[config.mk]
export PLATFORM = sky130hd
export DESIGN_NAME = quadratic_probe_hash_table
export DESIGN_NICKNAME = d
export VERILOG_FILES = /design/src/rtl/qpht_pkg.sv /design/src/rtl/quadratic_probe_hash_table.sv /design/src/rtl/qpht_ram.sv /design/src/rtl/qpht_datapath.sv /design/src/rtl/qpht_ctrl.sv
export VERILOG_INCLUDE_DIRS = /design/src /design/src/rtl
export SDC_FILE = /design/constraint.sdc
export NUM_CORES = 1
export LEC_CHECK = 0
export BUFFER_PORTS_ARGS = -buffer_cell sky130_fd_sc_hd__buf_2
export CORE_MARGIN = 1.5
export CORE_UTILIZATION = 42
export DETAILED_ROUTE_END_ITERATION = 8
export PLACE_DENSITY = 0.55
export SLEW_MARGIN = 20
export SYNTH_ARGS = -nofsm -noshare
export SYNTH_HDL_FRONTEND = slang
export SYNTH_HIERARCHICAL = 1
export SYNTH_SLANG_ARGS = --single-unit
[constraint.sdc]
create_clock -name clock -period 15.15 [get_ports clock]
set_clock_uncertainty 0.15 [all_clocks]
set_input_delay 4.545 -clock clock [delete_from_list [all_inputs] [get_ports clock]]
set_output_delay 4.545 -clock clock [all_outputs]
set_load 0.02 [all_outputs]
[src/rtl/quadratic_probe_hash_table_defines.svh]
// assertion macros for the quadratic probe hash table
`ifndef QUADRATIC_PROBE_HASH_TABLE_DEFINES_SVH
`define QUADRATIC_PROBE_HASH_TABLE_DEFINES_SVH
`ifndef SYNTHESIS
`define QPHT_ASSERT_IMP(label, clk, rst, ante, cons) \
   label: assert property (@(posedge clk) disable iff (rst) (ante) |-> (cons)) \
      else $error("qpht assertion failed");
`define QPHT_ASSERT_NXT(label, clk, rst, ante, cons) \
   label: assert property (@(posedge clk) disable iff (rst) (ante) |=> (cons)) \
      else $error("qpht assertion failed");
`else
`define QPHT_ASSERT_IMP(label, clk, rst, ante, cons)
`define QPHT_ASSERT_NXT(label, clk, rst, ante, cons)
`endif
`endif

[src/rtl/qpht_pkg.sv]
// shared constants, codes and control types of the quadratic probe hash table
package qpht_pkg;

   localparam int TABLE_SIZE = 16;
   localparam int SLOT_W     = (TABLE_SIZE > 1) ? $clog2(TABLE_SIZE) : 1;
   localparam int KEY_W      = 31;
   localparam int VALUE_W    = 64;
   localparam int STATUS_W   = 2;
   localparam int RSP_SLOT_W = 4;
   localparam int HCNT_W     = $clog2(KEY_W + 1);
   localparam bit TABLE_POW2 = ((TABLE_SIZE & (TABLE_SIZE - 1)) == 0);

   localparam logic REQ_INSERT = 1'b0;
   localparam logic REQ_SEARCH = 1'b1;

   typedef enum logic [STATUS_W-1:0] {
      STAT_INSERTED = 2'd0,
      STAT_FULL     = 2'd1,
      STAT_FOUND    = 2'd2,
      STAT_MISSING  = 2'd3
   } status_type;

   typedef enum logic [1:0] {
      ST_CLEAR,
      ST_IDLE,
      ST_HASH,
      ST_PROBE
   } state_type;

   typedef struct packed {
      logic       clear_en;
      logic       capture;
      logic       hash_en;
      logic       load_home;
      logic       advance;
      logic       write_en;
      logic       result_load;
      status_type result_status;
      logic       result_hit;
      logic       result_value;
   } cmd_type;

   typedef struct packed {
      logic clear_last;
      logic hash_done;
      logic is_search;
      logic occ;
      logic key_match;
      logic last_attempt;
   } sts_type;

endpackage

[src/rtl/quadratic_probe_hash_table.sv]
// a request takes 1 to TABLE_SIZE probes between its acceptance and its response
// (a table size that is not a power of two adds a bit-serial key remainder before probing)
// a new request is accepted only after the previous one has loaded its result; there is a single
// probe per cycle through the registered read of the slot rams, held while a response stalls
// reset: synchronous; a pass over all TABLE_SIZE slots then clears the occupancy ram, req_stall high
module quadratic_probe_hash_table (
   input  logic                             clock,
   input  logic                             reset,
   input  logic                             req_valid,
   output logic                             req_stall,
   input  logic                             req_type,
   input  logic [qpht_pkg::KEY_W-1:0]       req_key,
   input  logic [qpht_pkg::VALUE_W-1:0]     req_value,
   output logic                             rsp_valid,
   input  logic                             rsp_stall,
   output logic [qpht_pkg::STATUS_W-1:0]    rsp_status,
   output logic [qpht_pkg::RSP_SLOT_W-1:0]  rsp_slot,
   output logic [qpht_pkg::VALUE_W-1:0]     rsp_found_value
);

   qpht_pkg::cmd_type cmd;
   qpht_pkg::sts_type sts;

   qpht_ctrl u_ctrl (
      .clock     (clock),
      .reset     (reset),
      .req_valid (req_valid),
      .req_stall (req_stall),
      .rsp_valid (rsp_valid),
      .rsp_stall (rsp_stall),
      .sts       (sts),
      .cmd       (cmd)
   );

   qpht_datapath u_datapath (
      .clock           (clock),
      .reset           (reset),
      .cmd             (cmd),
      .sts             (sts),
      .req_type        (req_type),
      .req_key         (req_key),
      .req_value       (req_value),
      .rsp_status      (rsp_status),
      .rsp_slot        (rsp_slot),
      .rsp_found_value (rsp_found_value)
   );

endmodule

[src/rtl/qpht_ram.sv]
// generic single write port ram with registered read
module qpht_ram #(
   parameter int WIDTH = 8,
   parameter int DEPTH = 16
) (
   input  logic                                      clock,
   input  logic                                      wr_en,
   input  logic [((DEPTH > 1) ? $clog2(DEPTH) : 1)-1:0] wr_addr,
   input  logic [WIDTH-1:0]                          wr_data,
   input  logic [((DEPTH > 1) ? $clog2(DEPTH) : 1)-1:0] rd_addr,
   output logic [WIDTH-1:0]                          rd_data
);

   logic [WIDTH-1:0] mem_ff [DEPTH];
   logic [WIDTH-1:0] rd_data_ff;

   always_ff @(posedge clock) begin
      if (wr_en) begin
         mem_ff[wr_addr] <= wr_data;
      end
      rd_data_ff <= mem_ff[rd_addr];
   end

   assign rd_data = rd_data_ff;

endmodule

[src/rtl/qpht_datapath.sv]
// request registers, hashing, probe sequence, table rams and result registers
module qpht_datapath (
   input  logic                             clock,
   input  logic                             reset,
   input  qpht_pkg::cmd_type                cmd,
   output qpht_pkg::sts_type                sts,
   input  logic                             req_type,
   input  logic [qpht_pkg::KEY_W-1:0]       req_key,
   input  logic [qpht_pkg::VALUE_W-1:0]     req_value,
   output logic [qpht_pkg::STATUS_W-1:0]    rsp_status,
   output logic [qpht_pkg::RSP_SLOT_W-1:0]  rsp_slot,
   output logic [qpht_pkg::VALUE_W-1:0]     rsp_found_value
);

   localparam int SW = qpht_pkg::SLOT_W;
   localparam int KW = qpht_pkg::KEY_W;
   localparam int VW = qpht_pkg::VALUE_W;
   localparam logic [SW+1:0] SIZE_X1 = (SW + 2)'(qpht_pkg::TABLE_SIZE);
   localparam logic [SW+1:0] SIZE_X2 = (SW + 2)'(2 * qpht_pkg::TABLE_SIZE);
   localparam logic [SW-1:0] LAST_IDX = SW'(qpht_pkg::TABLE_SIZE - 1);

   logic                req_search_ff;
   logic [KW-1:0]       key_ff;
   logic [VW-1:0]       value_ff;
   logic [SW-1:0]       slot_ff, slot_in;
   logic [SW-1:0]       attempt_ff, attempt_in;
   logic [SW-1:0]       clr_ff;
   logic [SW-1:0]       home;
   logic                hash_done;
   logic [SW+1:0]       probe_sum;
   logic [SW+1:0]       probe_wrap;
   logic [SW-1:0]       slot_next;
   logic [0:0]          occ_rd;
   logic [KW+VW-1:0]    ent_rd;
   qpht_pkg::status_type        rsp_status_ff;
   logic [qpht_pkg::RSP_SLOT_W-1:0] rsp_slot_ff;
   logic [VW-1:0]       rsp_value_ff;

   always_ff @(posedge clock) begin
      if (cmd.capture) begin
         req_search_ff <= (req_type == qpht_pkg::REQ_SEARCH);
         key_ff        <= req_key;
         value_ff      <= req_value;
      end
   end

   // home slot: mask for a power of two, else restoring remainder one key bit a cycle
   generate
      if (qpht_pkg::TABLE_POW2) begin : g_mask
         assign home      = key_ff[SW-1:0];
         assign hash_done = 1'b1;
      end else begin : g_rem
         logic [SW-1:0]                 rem_ff;
         logic [qpht_pkg::HCNT_W-1:0]   hcnt_ff;
         logic [KW-1:0]                 key_sh_ff;
         logic [SW:0]                   rem_sh;
         logic [SW:0]                   rem_sub;

         assign rem_sh  = {rem_ff, key_sh_ff[KW-1]};
         assign rem_sub = (rem_sh >= SIZE_X1[SW:0]) ? (rem_sh - SIZE_X1[SW:0]) : rem_sh;

         always_ff @(posedge clock) begin
            if (reset) begin
               hcnt_ff <= '0;
            end else if (cmd.capture) begin
               hcnt_ff <= '0;
            end else if (cmd.hash_en) begin
               hcnt_ff <= hcnt_ff + 1'b1;
            end
         end

         always_ff @(posedge clock) begin
            if (cmd.capture) begin
               rem_ff    <= '0;
               key_sh_ff <= req_key;
            end else if (cmd.hash_en) begin
               rem_ff    <= rem_sub[SW-1:0];
               key_sh_ff <= {key_sh_ff[KW-2:0], 1'b0};
            end
         end

         assign home      = rem_ff;
         assign hash_done = (hcnt_ff == qpht_pkg::HCNT_W'(KW));
      end
   endgenerate

   // (a+1)^2 - a^2 = 2a+1, so each attempt adds an odd step below twice the size
   assign probe_sum  = {2'b00, slot_ff} + (SW + 2)'({attempt_ff, 1'b1});
   always_comb begin
      if (probe_sum >= SIZE_X2) begin
         probe_wrap = probe_sum - SIZE_X2;
      end else if (probe_sum >= SIZE_X1) begin
         probe_wrap = probe_sum - SIZE_X1;
      end else begin
         probe_wrap = probe_sum;
      end
   end
   assign slot_next = probe_wrap[SW-1:0];

   always_comb begin
      slot_in    = slot_ff;
      attempt_in = attempt_ff;
      if (cmd.load_home) begin
         slot_in    = home;
         attempt_in = '0;
      end else if (cmd.advance) begin
         slot_in    = slot_next;
         attempt_in = attempt_ff + 1'b1;
      end
   end

   always_ff @(posedge clock) begin
      if (reset) begin
         slot_ff    <= '0;
         attempt_ff <= '0;
      end else begin
         slot_ff    <= slot_in;
         attempt_ff <= attempt_in;
      end
   end

   always_ff @(posedge clock) begin
      if (reset) begin
         clr_ff <= '0;
      end else if (cmd.clear_en) begin
         clr_ff <= clr_ff + 1'b1;
      end
   end

   // rams read at the slot being loaded, so data matches slot_ff in the cycle after
   qpht_ram #(
      .WIDTH (1),
      .DEPTH (qpht_pkg::TABLE_SIZE)
   ) u_occ_ram (
      .clock   (clock),
      .wr_en   (cmd.clear_en | cmd.write_en),
      .wr_addr (cmd.clear_en ? clr_ff : slot_ff),
      .wr_data (~cmd.clear_en),
      .rd_addr (slot_in),
      .rd_data (occ_rd)
   );

   qpht_ram #(
      .WIDTH (KW + VW),
      .DEPTH (qpht_pkg::TABLE_SIZE)
   ) u_entry_ram (
      .clock   (clock),
      .wr_en   (cmd.write_en),
      .wr_addr (slot_ff),
      .wr_data ({key_ff, value_ff}),
      .rd_addr (slot_in),
      .rd_data (ent_rd)
   );

   always_ff @(posedge clock) begin
      if (cmd.result_load) begin
         rsp_status_ff <= cmd.result_status;
         rsp_slot_ff   <= cmd.result_hit ? qpht_pkg::RSP_SLOT_W'(slot_ff) : '0;
         rsp_value_ff  <= cmd.result_value ? ent_rd[VW-1:0] : '0;
      end
   end

   assign sts.clear_last   = (clr_ff == LAST_IDX);
   assign sts.hash_done    = hash_done;
   assign sts.is_search    = req_search_ff;
   assign sts.occ          = occ_rd[0];
   assign sts.key_match    = (ent_rd[VW +: KW] == key_ff);
   assign sts.last_attempt = (attempt_ff == LAST_IDX);

   assign rsp_status      = rsp_status_ff;
   assign rsp_slot        = rsp_slot_ff;
   assign rsp_found_value = rsp_value_ff;

endmodule

[src/rtl/qpht_ctrl.sv]
// controller state machine and result valid register
`include "quadratic_probe_hash_table_defines.svh"

module qpht_ctrl (
   input  logic              clock,
   input  logic              reset,
   input  logic              req_valid,
   output logic              req_stall,
   output logic              rsp_valid,
   input  logic              rsp_stall,
   input  qpht_pkg::sts_type sts,
   output qpht_pkg::cmd_type cmd
);

   qpht_pkg::state_type state_ff, state_in;
   logic                rsp_valid_ff, rsp_valid_in;
   logic                out_free;
   logic                probe_done;

   assign out_free = ~rsp_valid_ff | ~rsp_stall;

   always_comb begin
      state_in = state_ff;
      case (state_ff)
         qpht_pkg::ST_CLEAR: begin
            if (sts.clear_last) state_in = qpht_pkg::ST_IDLE;
         end
         qpht_pkg::ST_IDLE: begin
            if (req_valid) state_in = qpht_pkg::ST_HASH;
         end
         qpht_pkg::ST_HASH: begin
            if (sts.hash_done) state_in = qpht_pkg::ST_PROBE;
         end
         qpht_pkg::ST_PROBE: begin
            if (cmd.result_load) state_in = qpht_pkg::ST_IDLE;
         end
         default: begin
            state_in = qpht_pkg::ST_CLEAR;
         end
      endcase
   end

   always_comb begin
      cmd        = '0;
      probe_done = 1'b0;
      req_stall  = (state_ff != qpht_pkg::ST_IDLE);
      case (state_ff)
         qpht_pkg::ST_CLEAR: begin
            cmd.clear_en = 1'b1;
         end
         qpht_pkg::ST_IDLE: begin
            cmd.capture = req_valid;
         end
         qpht_pkg::ST_HASH: begin
            if (sts.hash_done) begin
               cmd.load_home = 1'b1;
            end else begin
               cmd.hash_en = 1'b1;
            end
         end
         qpht_pkg::ST_PROBE: begin
            if (sts.is_search) begin
               if (!sts.occ) begin
                  probe_done        = 1'b1;
                  cmd.result_status = qpht_pkg::STAT_MISSING;
               end else if (sts.key_match) begin
                  probe_done        = 1'b1;
                  cmd.result_status = qpht_pkg::STAT_FOUND;
                  cmd.result_hit    = 1'b1;
                  cmd.result_value  = 1'b1;
               end else if (sts.last_attempt) begin
                  probe_done        = 1'b1;
                  cmd.result_status = qpht_pkg::STAT_MISSING;
               end
            end else begin
               if (!sts.occ) begin
                  probe_done        = 1'b1;
                  cmd.result_status = qpht_pkg::STAT_INSERTED;
                  cmd.result_hit    = 1'b1;
               end else if (sts.last_attempt) begin
                  probe_done        = 1'b1;
                  cmd.result_status = qpht_pkg::STAT_FULL;
               end
            end
            // hold on the current slot while the previous response is still stalled
            if (probe_done) begin
               cmd.result_load = out_free;
               cmd.write_en    = out_free & ~sts.is_search & ~sts.occ;
            end else begin
               cmd.advance = 1'b1;
            end
         end
         default: begin
            cmd = '0;
         end
      endcase
   end

   assign rsp_valid_in = cmd.result_load | (rsp_valid_ff & rsp_stall);

   always_ff @(posedge clock) begin
      if (reset) begin
         state_ff     <= qpht_pkg::ST_CLEAR;
         rsp_valid_ff <= 1'b0;
      end else begin
         state_ff     <= state_in;
         rsp_valid_ff <= rsp_valid_in;
      end
   end

   assign rsp_valid = rsp_valid_ff;

   `QPHT_ASSERT_NXT(a_accept_to_hash, clock, reset, req_valid && !req_stall, state_ff == qpht_pkg::ST_HASH)
   `QPHT_ASSERT_NXT(a_result_to_idle, clock, reset, cmd.result_load, (state_ff == qpht_pkg::ST_IDLE) && rsp_valid_ff)
   `QPHT_ASSERT_IMP(a_write_free_slot, clock, reset, cmd.write_en, !sts.occ && !sts.is_search && (state_ff == qpht_pkg::ST_PROBE))
   `QPHT_ASSERT_IMP(a_clear_no_result, clock, reset, cmd.clear_en, !rsp_valid_ff)

endmodule
# [Yosys cells after proc, flatten, opt, wreduce, memory -nomap -nowiden]
# Memories as Yosys holds them, arrays and structs flattened. A register that Yosys moved wholly into a read port is not among the register bits.
# Index checks and enable logic that the tools add are counted.
[op_classes] add_sub_neg=5 reduce_logical=3 eq_ne=10 bitwise=11 muxes=35 n_lt_le_gt_ge=2
[op_table] cell="31-bit == test" n=1
[op_table] cell="2-bit 2-to-1 mux" n=10
[op_table] cell="4-bit 2-to-1 mux" n=5
[op_table] cell="1-bit 2-to-1 mux" n=17
[op_table] cell="4-bit by 1-bit adder with 4-bit output (second input constant)" n=2
[op_table] cell="4-bit == test (second input constant)" n=2
[op_table] cell="2-bit case mux with 4 select lines" n=1
[op_table] cell="4-bit by 1-bit subtractor with 4-bit output (second input constant)" n=2
[op_table] cell="7-bit 2-to-1 mux" n=1
[op_table] cell="4-bit by 5-bit adder with 6-bit output" n=1
[op_table] cell="6-bit by 5-bit greater-or-equal comparator with 1-bit output (second input constant)" n=1
[op_table] cell="6-bit greater-or-equal comparator (second input constant)" n=1
[op_table] cell="1-bit inverter" n=5
[op_table] cell="2-bit == test (second input constant)" n=2
[op_table] cell="2-bit by 1-bit inequality test with 1-bit output (second input constant)" n=2
[op_table] cell="2-bit inequality test (second input constant)" n=2
[op_table] cell="1-bit AND" n=3
[op_table] cell="3-bit 2-to-1 mux" n=1
[op_table] cell="1-bit bitwise OR" n=3
[op_table] cell="3-bit AND reduction" n=1
[op_table] cell="2-bit by 1-bit == test with 1-bit output (second input constant)" n=1
[op_table] cell="2-bit logical NOT" n=1
[op_table] cell="2-bit OR reduction" n=1
[word_totals] output_inout_bits=72 inputBits=100 ff_bits=181 ramBits=1536 n_memories=2
[mem_list] name="u_datapath.u_entry_ram.mem_ff" depth=16 word_bits=95 rd=1 rd_clocked_by_memory_dff=1 wr=1 line="qpht_ram.sv:14" rtl="logic [WIDTH-1:0] mem_ff [DEPTH];"
[mem_list] name="u_datapath.u_occ_ram.mem_ff" depth=16 word_bits=1 rd=1 rd_clocked_by_memory_dff=1 wr=1 line="qpht_ram.sv:14"

# [Longest topological paths before layout]
# Gate-level depths: netlist of run 1.
[logic_depth] depth_word=11 mapped_depth=17

# [By module]
# Netlist of run 1, hierarchy kept.
[modules_own_cells] module="qpht_ram at u_datapath.u_entry_ram" area_per_inst_um2=58696.3 cells_per_inst=2434 n_inst=1
[modules_own_cells] module="qpht_datapath" area_per_inst_um2=6480.0 cells_per_inst=364 n_inst=1
[modules_own_cells] module="qpht_ram at u_datapath.u_occ_ram" area_per_inst_um2=745.7 cells_per_inst=47 n_inst=1
[modules_own_cells] module="qpht_ctrl" area_per_inst_um2=322.8 cells_per_inst=41 n_inst=1

# [Worst setup path after synthesis of run 1]
# OpenSTA, ideal clock, no wires.
[synth_path] path_type="input-to-reg" startpoint="input rsp_stall" endpoint="memory u_datapath/u_entry_ram/mem_ff[0][0] (netlist bit) (enable)" cell_stages=4 arrival_ns=11.747 path_slack_ns=2.588 cell_sequence="nand2_1 and3_1 or3b_2 nor3_1"
[synth_lines] item="start: declaration" line="quadratic_probe_hash_table.sv:15" rtl="input logic rsp_stall,"
[synth_lines] item="end: declaration" line="qpht_ram.sv:14"

==> results.toml, run 1 <==
[run_status]
status = "finished clean"

[global_routing]
grt_start_max_net_pins = 164
grt_overflow = 0
grt_pass1_vias = 31700
antenna_found_initial = 10
grt_pass1_wl_microns = 210000
grtUsageTotal = 0.180

[synthesis]
syn_nets = 2995
yosysSeqAreaShare = 0.805
avgSynthCellArea_sq_um = 23.0
ys_seq_elements = 1813
synth_area_sq_um = 66200
yosysWarnings = 6
ys_types = 43
netlist_instances = 2886

[clock_network]
root_buffer = "clkbuf_16"
cts_resized = 0
cts_hold_buf = 0
cts_buffers = 185
clk_path_buf_depth = 3
cts-htree-levels = 4
cts_setup_buffers = 0
path_clk_slew_ns = 0.05
cts_tree = "yes"
clk_latency_ns = 0.79
cts_num_sinks = 1813

[layout]
syn2layout_area_growth_pct = 14.2
utilization = 0.484
final_area_sq_um = 75600
nNetsFinal = 3274
n_fill_cell = 12600
drive_gt1_frac = 0.275
ff_latch_area_sq_um = 53300
multiInputGateArea_sq_um = 12300

[power]
power.total_mw = 10.1
pwr_density_cell_nw_per_um2 = 134
p_leak_nw = 23.2
peakVddDrop_v = 0.000121

[sta]
fin_crit_sh = 0.491
hold_viol = 0
period_minus_slack_ns = 7.44
hold_ws_ns = 0.357
fin_setup_tns_ns = 0
max_slew.worst_pin.slew_ns = 1.09
rsz0062_at_grt = "false"
fmax_mhz = 134
finalSetupViolCount = 0
finalMaxSlewViolations = 0
maxSlewHeadroom = 0.276

[critical_path]
cp_common_cell = "buf_4"
rr_worst_depth = 15
r2r_slack_ns = 7.76
path_class = "input port to flop"
cp_cell_sequence = "buf_2 > nand2_1 > and3_1 > nand3b_1 > nor2_4 > buf_4 > buf_4"
slowest_delay_ns = 0.85
cp_slowest_cell = "buf_4"
critPathMaxFanout = 49
reg2reg_from = "u_datapath/key_ff[6]$_DFFE_PP_"
cp-start-kind = "input port"
cp.depth = 7
cp_num_buf_inv = 3
end_kind = "flop"
worstSetupStartpoint = "rsp_stall"
reg2reg_to = "u_datapath/u_entry_ram/rd_data[23]$_DFF_P_"
crit_arrival_ns = 7.69
critPathTopFamily = "buffers and inverters"
worstPathRequired_ns = 15.40

[drt]
viasPerCell = 5.48
wl_met2_microns = 71600
ant_nets = 0
drt_iter0_drc = 2499
route.detailed.drc = 0
maxUsedRoutingLayer = "met5"
wl_met1_microns = 60600
routedWlPerCell_microns = 26.5
drt-total-wl_microns = 143000
dr_wl_met3_microns = 7020
drt-pass1-iter-count = 7
vias = 29500

[floorplan]
num_rows = 145
die_w_microns = 400
die_area_sq_um = 160000
initial_utilization = 0.424
ios = 172
core_sq_um = 156000
die_y_microns = 400

[placed_design]
numPortBuffers = 171
gp_congestion = 0.724
dp.final_hpwl_microns = 74400
place_area_sq_um = 69600

[worst_hold_path]
hold_path_depth = 1
holdCritStartpoint = "u_datapath/u_entry_ram/rd_data[8]$_DFF_P_"
min_path_type = "flop to flop"
hold_path_end = "u_datapath/rsp_found_value[8]$_SDFFCE_PN0P_"

[run]
max_cap_viol_count = 0
[flip-flops by register name (all words and copies together), names as in the netlist]
name,cells
u_datapath/slot_ff,4
u_datapath/rsp_status,2
u_datapath/key_ff,31
u_datapath/req_search_ff,1
u_datapath/u_entry_ram/rd_data,95
u_datapath/rsp_found_value,64
u_datapath/attempt_ff,4
u_datapath/rsp_slot,4
u_datapath/clr_ff,4
u_ctrl/rsp_valid,1
u_datapath/u_entry_ram/mem_ff,1520
u_datapath/u_occ_ram/mem_ff,16
u_ctrl/state_ff,2
u_datapath/u_occ_ram/rd_data,1
u_datapath/value_ff,64
[cell usage in the layout (no fill, tap or decap), drive strengths merged, types with 2 or more instances in the layout]
master / instances
ha: 8
clkinv: 57
nor4: 6
dfxtp: 111
nand3: 4
inv: 14
nor3: 12
bufinv: 12
nand2: 112
xor2: 24
a22oi: 190
nand4: 6
nand3b: 4
mux2i: 7
nor2: 35
buf: 232
mux4: 384
nor2b: 8
and3: 5
clkinvlp: 5
edfxtp: 1702
xnor2: 15
mux2: 3
or3b: 2
nand2b: 7
clkbuf: 263
o21ai: 8
a21oi: 6
and2: 71
[stage by stage]
stage | setup slack, ns | cells
final | 7.71 | 5381
after global routing | 7.21 | 5380
after CTS | 7.55 | 5379
after detailed placement | 6.84 | 5035
after global placement | 6.93 | 5035
after floorplan | 2.59 | 2886
[power breakdown]
group / internal, mW / switching [mW] / total [mW]
Sequential: 5.51 / 0.0685 / 5.58
Combinational: 0.0473 / 0.0761 / 0.123
Clock: 2.60 / 1.84 / 4.44
Total: 8.15 / 1.99 / 10.1
[worst max-delay path by stage]
stage	to	slack, ns
finish	u_datapath/u_entry_ram/mem_ff[9][19]$_DFFE_PP_	7.71
global placement	u_datapath/u_entry_ram/mem_ff[9][21]$_DFFE_PP_	6.93
CTS	u_datapath/u_entry_ram/rd_data[23]$_DFF_P_	7.55
detailed placement	u_datapath/u_entry_ram/mem_ff[10][21]$_DFFE_PP_	6.84
floorplan	u_datapath/u_entry_ram/mem_ff[0][0]$_DFFE_PP_	2.59
global route	u_datapath/u_entry_ram/rd_data[23]$_DFF_P_	7.21
[Yosys cell counts (all sizes together)]
cell type / count / area [sq um]
a2111oi: 1 / 27.5
a21oi: 6 / 33.8
a22o: 1 / 8.76
a22oi: 190 / 1430
a31oi: 1 / 12.5
and2: 71 / 445
and3: 5 / 31.3
and4: 1 / 11.3
buf: 57 / 427
clkbuf: 83 / 312
conb: 1 / 3.75
dfxtp: 111 / 2220
edfxtp: 1702 / 51100
fa: 1 / 20.0
ha: 8 / 100
inv: 7 / 26.3
mux2: 3 / 37.5
mux2i: 7 / 70.1
mux4: 384 / 8660
nand2: 112 / 420
nand2b: 7 / 43.8
nand3: 4 / 20.0
nand3b: 4 / 30.0
nand4: 6 / 37.5
nor2: 35 / 131
nor2b: 8 / 50.1
nor3: 12 / 60.1
nor4: 6 / 37.5
o21a: 1 / 7.51
o21ai: 8 / 40.0
or2: 1 / 6.26
or3b: 2 / 17.5
or4b: 1 / 13.8
xnor2: 15 / 131
xor2: 24 / 210
[metal layers]
metal	vias up	track usage
met5	-	0
li1	12700	-
met1	15800	0.242
met2	773	0.303
met4	2	0.0561
met3	223	0.0299
[area by class of cell]
class                      count  share of cell area
antenna                        1           0.0000331
tap                         2058              0.0340
timing repair buffer         232              0.0183
multi-input combinational    926               0.163
clock buffer                 263              0.0688
inverter                       7            0.000347
clock inverter                81              0.0102
sequential                  1813               0.705
[worst register-to-register path, delay by kind of cell, from the launching register on]
| family | cells | cell delay, ns |
|---|---|---|
| buffers and inverters | 3 | 2.83 |
| AND/OR/NAND/NOR | 6 | 2.01 |
| AO/OA/AOI/OAI | 4 | 0.96 |
| flip-flops | 1 | 0.61 |
| multiplexers | 1 | 0.43 |
| XOR/XNOR | 1 | 0.29 |
[cell families (layout without fill, tap and decap cells)]
| logic type | after synthesis | count (layout) | share of synthesized area |
|---|---|---|---|
| adder cells (fa/ha/maj) | 9 | 9 | 0.00181 |
| flip-flops | 1813 | 1813 | 0.805 |
| multiplexers | 394 | 394 | 0.132 |
| AO/OA/AOI/OAI | 208 | 208 | 0.0235 |
| buffers and inverters | 147 | 583 | 0.0115 |
| AND/OR/NAND/NOR | 275 | 275 | 0.0205 |
| XOR/XNOR | 39 | 39 | 0.00516 |
| other | 1 | 2 | 0.0000566 |
No activity file was read; power rests on OpenSTA's default activity.
==> run 2: changes to the inputs <==
--- a/config.mk
+++ b/config.mk
@@ -10,7 +10,7 @@
 export CORE_MARGIN = 1.5
 export CORE_UTILIZATION = 42
 export DETAILED_ROUTE_END_ITERATION = 8
-export PLACE_DENSITY = 0.55
+export PLACE_DENSITY = 0.58
 export SLEW_MARGIN = 20
 export SYNTH_ARGS = -nofsm -noshare
 export SYNTH_HDL_FRONTEND = slang
==> constraint.sdc (replaced) <==
create_clock -name clock -period 6.5 [get_ports clock]
set_clock_uncertainty 0.15 [all_clocks]
set_input_delay 1.95 -clock clock [delete_from_list [all_inputs] [get_ports clock]]
set_output_delay 1.95 -clock clock [all_outputs]
set_load 0.02 [all_outputs]
==> results.toml, run 2 (synthesized netlist as in run 1, its figures left out) <==
[sta]
fmax_mhz = 189
hold_ws_ns = 0.350
max_slew.worst_pin.slew_ns = 1.08
period_minus_slack_ns = 5.28
rsz0062_at_grt = "false"
fin_crit_sh = 0.813
finalSetupViolCount = 0
hold_viol = 0
maxSlewHeadroom = 0.278
finalMaxSlewViolations = 0

[floorplan]
die_y_microns = 400
num_rows = 145
ios = 172
die_w_microns = 400
core_sq_um = 156000
die_area_sq_um = 160000
initial_utilization = 0.424

[layout]
largest_reg_flops = 1520
n_fill_cell = 12500
nNetsFinal = 3308
drive_gt1_frac = 0.281
regMostFlops = "u_datapath/u_entry_ram/mem_ff"
final_cell_mix = "edfxtp_1 (1702), mux4_2 (380), a22oi_1 (190)"
final_common_cell = "edfxtp_1"
final_area_sq_um = 76500
syn2layout_area_growth_pct = 15.5

[global_routing]
grtUsageTotal = 0.192
grt_pass1_wl_microns = 220000
grt_start_max_net_pins = 117
grt_pass1_vias = 31900
antenna_found_initial = 10
grt_overflow = 0

[clock_network]
cts_hold_buf = 0
cts_tree = "yes"
cts_resized = 0
root_buffer = "clkbuf_16"
cts_setup_buffers = 0
clk_path_buf_depth = 3
cts_buffers = 185
cts-htree-levels = 4
clk_latency_ns = 0.81
cts_num_sinks = 1813
path_clk_slew_ns = 0.07

[power]
pwr_density_cell_nw_per_um2 = 309
p_leak_nw = 23.5
peakVddDrop_v = 0.000295
power.total_mw = 23.7

[critical_path]
r2r_slack_ns = 1.22
path_class = "flop to flop"
rr_worst_depth = 14
endpoint = "u_datapath/u_entry_ram/rd_data[56]$_DFF_P_"
critPathMaxFanout = 26
worstPathRequired_ns = 7.08
crit_arrival_ns = 5.87
end_kind = "flop"
worstSetupStartpoint = "u_datapath/key_ff[3]$_DFFE_PP_"
cp-start-kind = "flop"
reg2reg_to = "u_datapath/u_entry_ram/rd_data[56]$_DFF_P_"
reg2reg_from = "u_datapath/key_ff[3]$_DFFE_PP_"

[placed_design]
gp_congestion = 0.723
place_area_sq_um = 70500
numPortBuffers = 171
dp.final_hpwl_microns = 77400

[drt]
routedWlPerCell_microns = 28.0
route.detailed.drc = 0
ant_nets = 0
drt_iter0_drc = 3017
vias = 30300
drt-total-wl_microns = 152000
drt-pass1-iter-count = 5
viasPerCell = 5.59

[run]
max_cap_viol_count = 0

[worst_hold_path]
min_path_type = "flop to flop"

[run_status]
status = "finished clean"
-- run 2: cell count changes in the layout (fill, tap and decap cells not counted), sizes merged --
cell,before,now
clkinvlp,5,3
clkinv,57,56
inv,14,15
clkbuf,263,269
bufinv,12,10
buf,232,266
-- run 2: worst min path at each step --
stage	from	to	slack, ns	cells past startpoint
CTS	u_datapath/u_entry_ram/rd_data[0]$_DFF_P_	u_datapath/rsp_found_value[0]$_SDFFCE_PN0P_	0.36	1
floorplan	u_ctrl/state_ff[1]$_SDFFE_PP0P_	u_ctrl/state_ff[1]$_SDFFE_PP0P_	0.33	2
finish	u_datapath/u_entry_ram/rd_data[52]$_DFF_P_	u_datapath/rsp_found_value[52]$_SDFFCE_PN0P_	0.35	1
global placement	u_ctrl/state_ff[1]$_SDFFE_PP0P_	u_ctrl/state_ff[1]$_SDFFE_PP0P_	0.35	2
detailed placement	u_datapath/u_entry_ram/rd_data[0]$_DFF_P_	u_datapath/rsp_found_value[0]$_SDFFCE_PN0P_	0.35	1
global route	u_datapath/u_entry_ram/rd_data[52]$_DFF_P_	u_datapath/rsp_found_value[52]$_SDFFCE_PN0P_	0.37	1
-- run 2: critical path, stage by stage (launching register included) --
cell	delay [ns]
edfxtp_1	0.86
xor2_1	0.39
nor4_1	0.15
nand4_1	0.18
nor4_1	0.07
buf_4	0.17
a21oi_2	0.19
nor2b_1	0.65
and4_4	0.37
or4b_4	0.13
nand3_1	0.29
nor2_4	0.92
buf_12	0.33
a22oi_1	0.15
nand2_1	0.15
-- run 2: cell type report --
cell class,count,area [sq um],share of cell area
antenna,1,2.50,0.0000327
clock buffer,269,5260,0.0687
clock inverter,77,749,0.00979
inverter,7,26.3,0.000343
multi-input combinational,926,12400,0.161
sequential,1813,53300,0.697
tap,2058,2570,0.0336
timing repair buffer,266,2250,0.0294
-- run 2: routing by layer --
| layer | up-vias | track usage | part of all wire |
|---|---|---|---|
| li1 | 12800 | - | - |
| met1 | 16300 | 0.264 | 0.42 |
| met2 | 973 | 0.318 | 0.50 |
| met3 | 227 | 0.0296 | 0.054 |
| met4 | 2 | 0.0531 | 0.021 |
| met5 | - | 0 | 0.000086 |
-- run 2: report_power, final --
group / switching, mW / total, mW / internal [mW]
Sequential: 0.150 / 13.0 / 12.8
Clock: 4.36 / 10.4 / 6.03
Combinational: 0.182 / 0.296 / 0.114
Total: 4.69 / 23.7 / 19.0
-- run 2: through the flow --
step	utilization	setup TNS [ns]	setup slack [ns]	std cells
floorplan	-	-308.55	-0.897	2886
global placement	0.451	0	1.25	5068
detailed placement	0.451	0	1.19	5070
CTS	0.489	0	1.13	5416
global route	0.489	0	0.942	5416
finish	0.489	0	1.22	5417
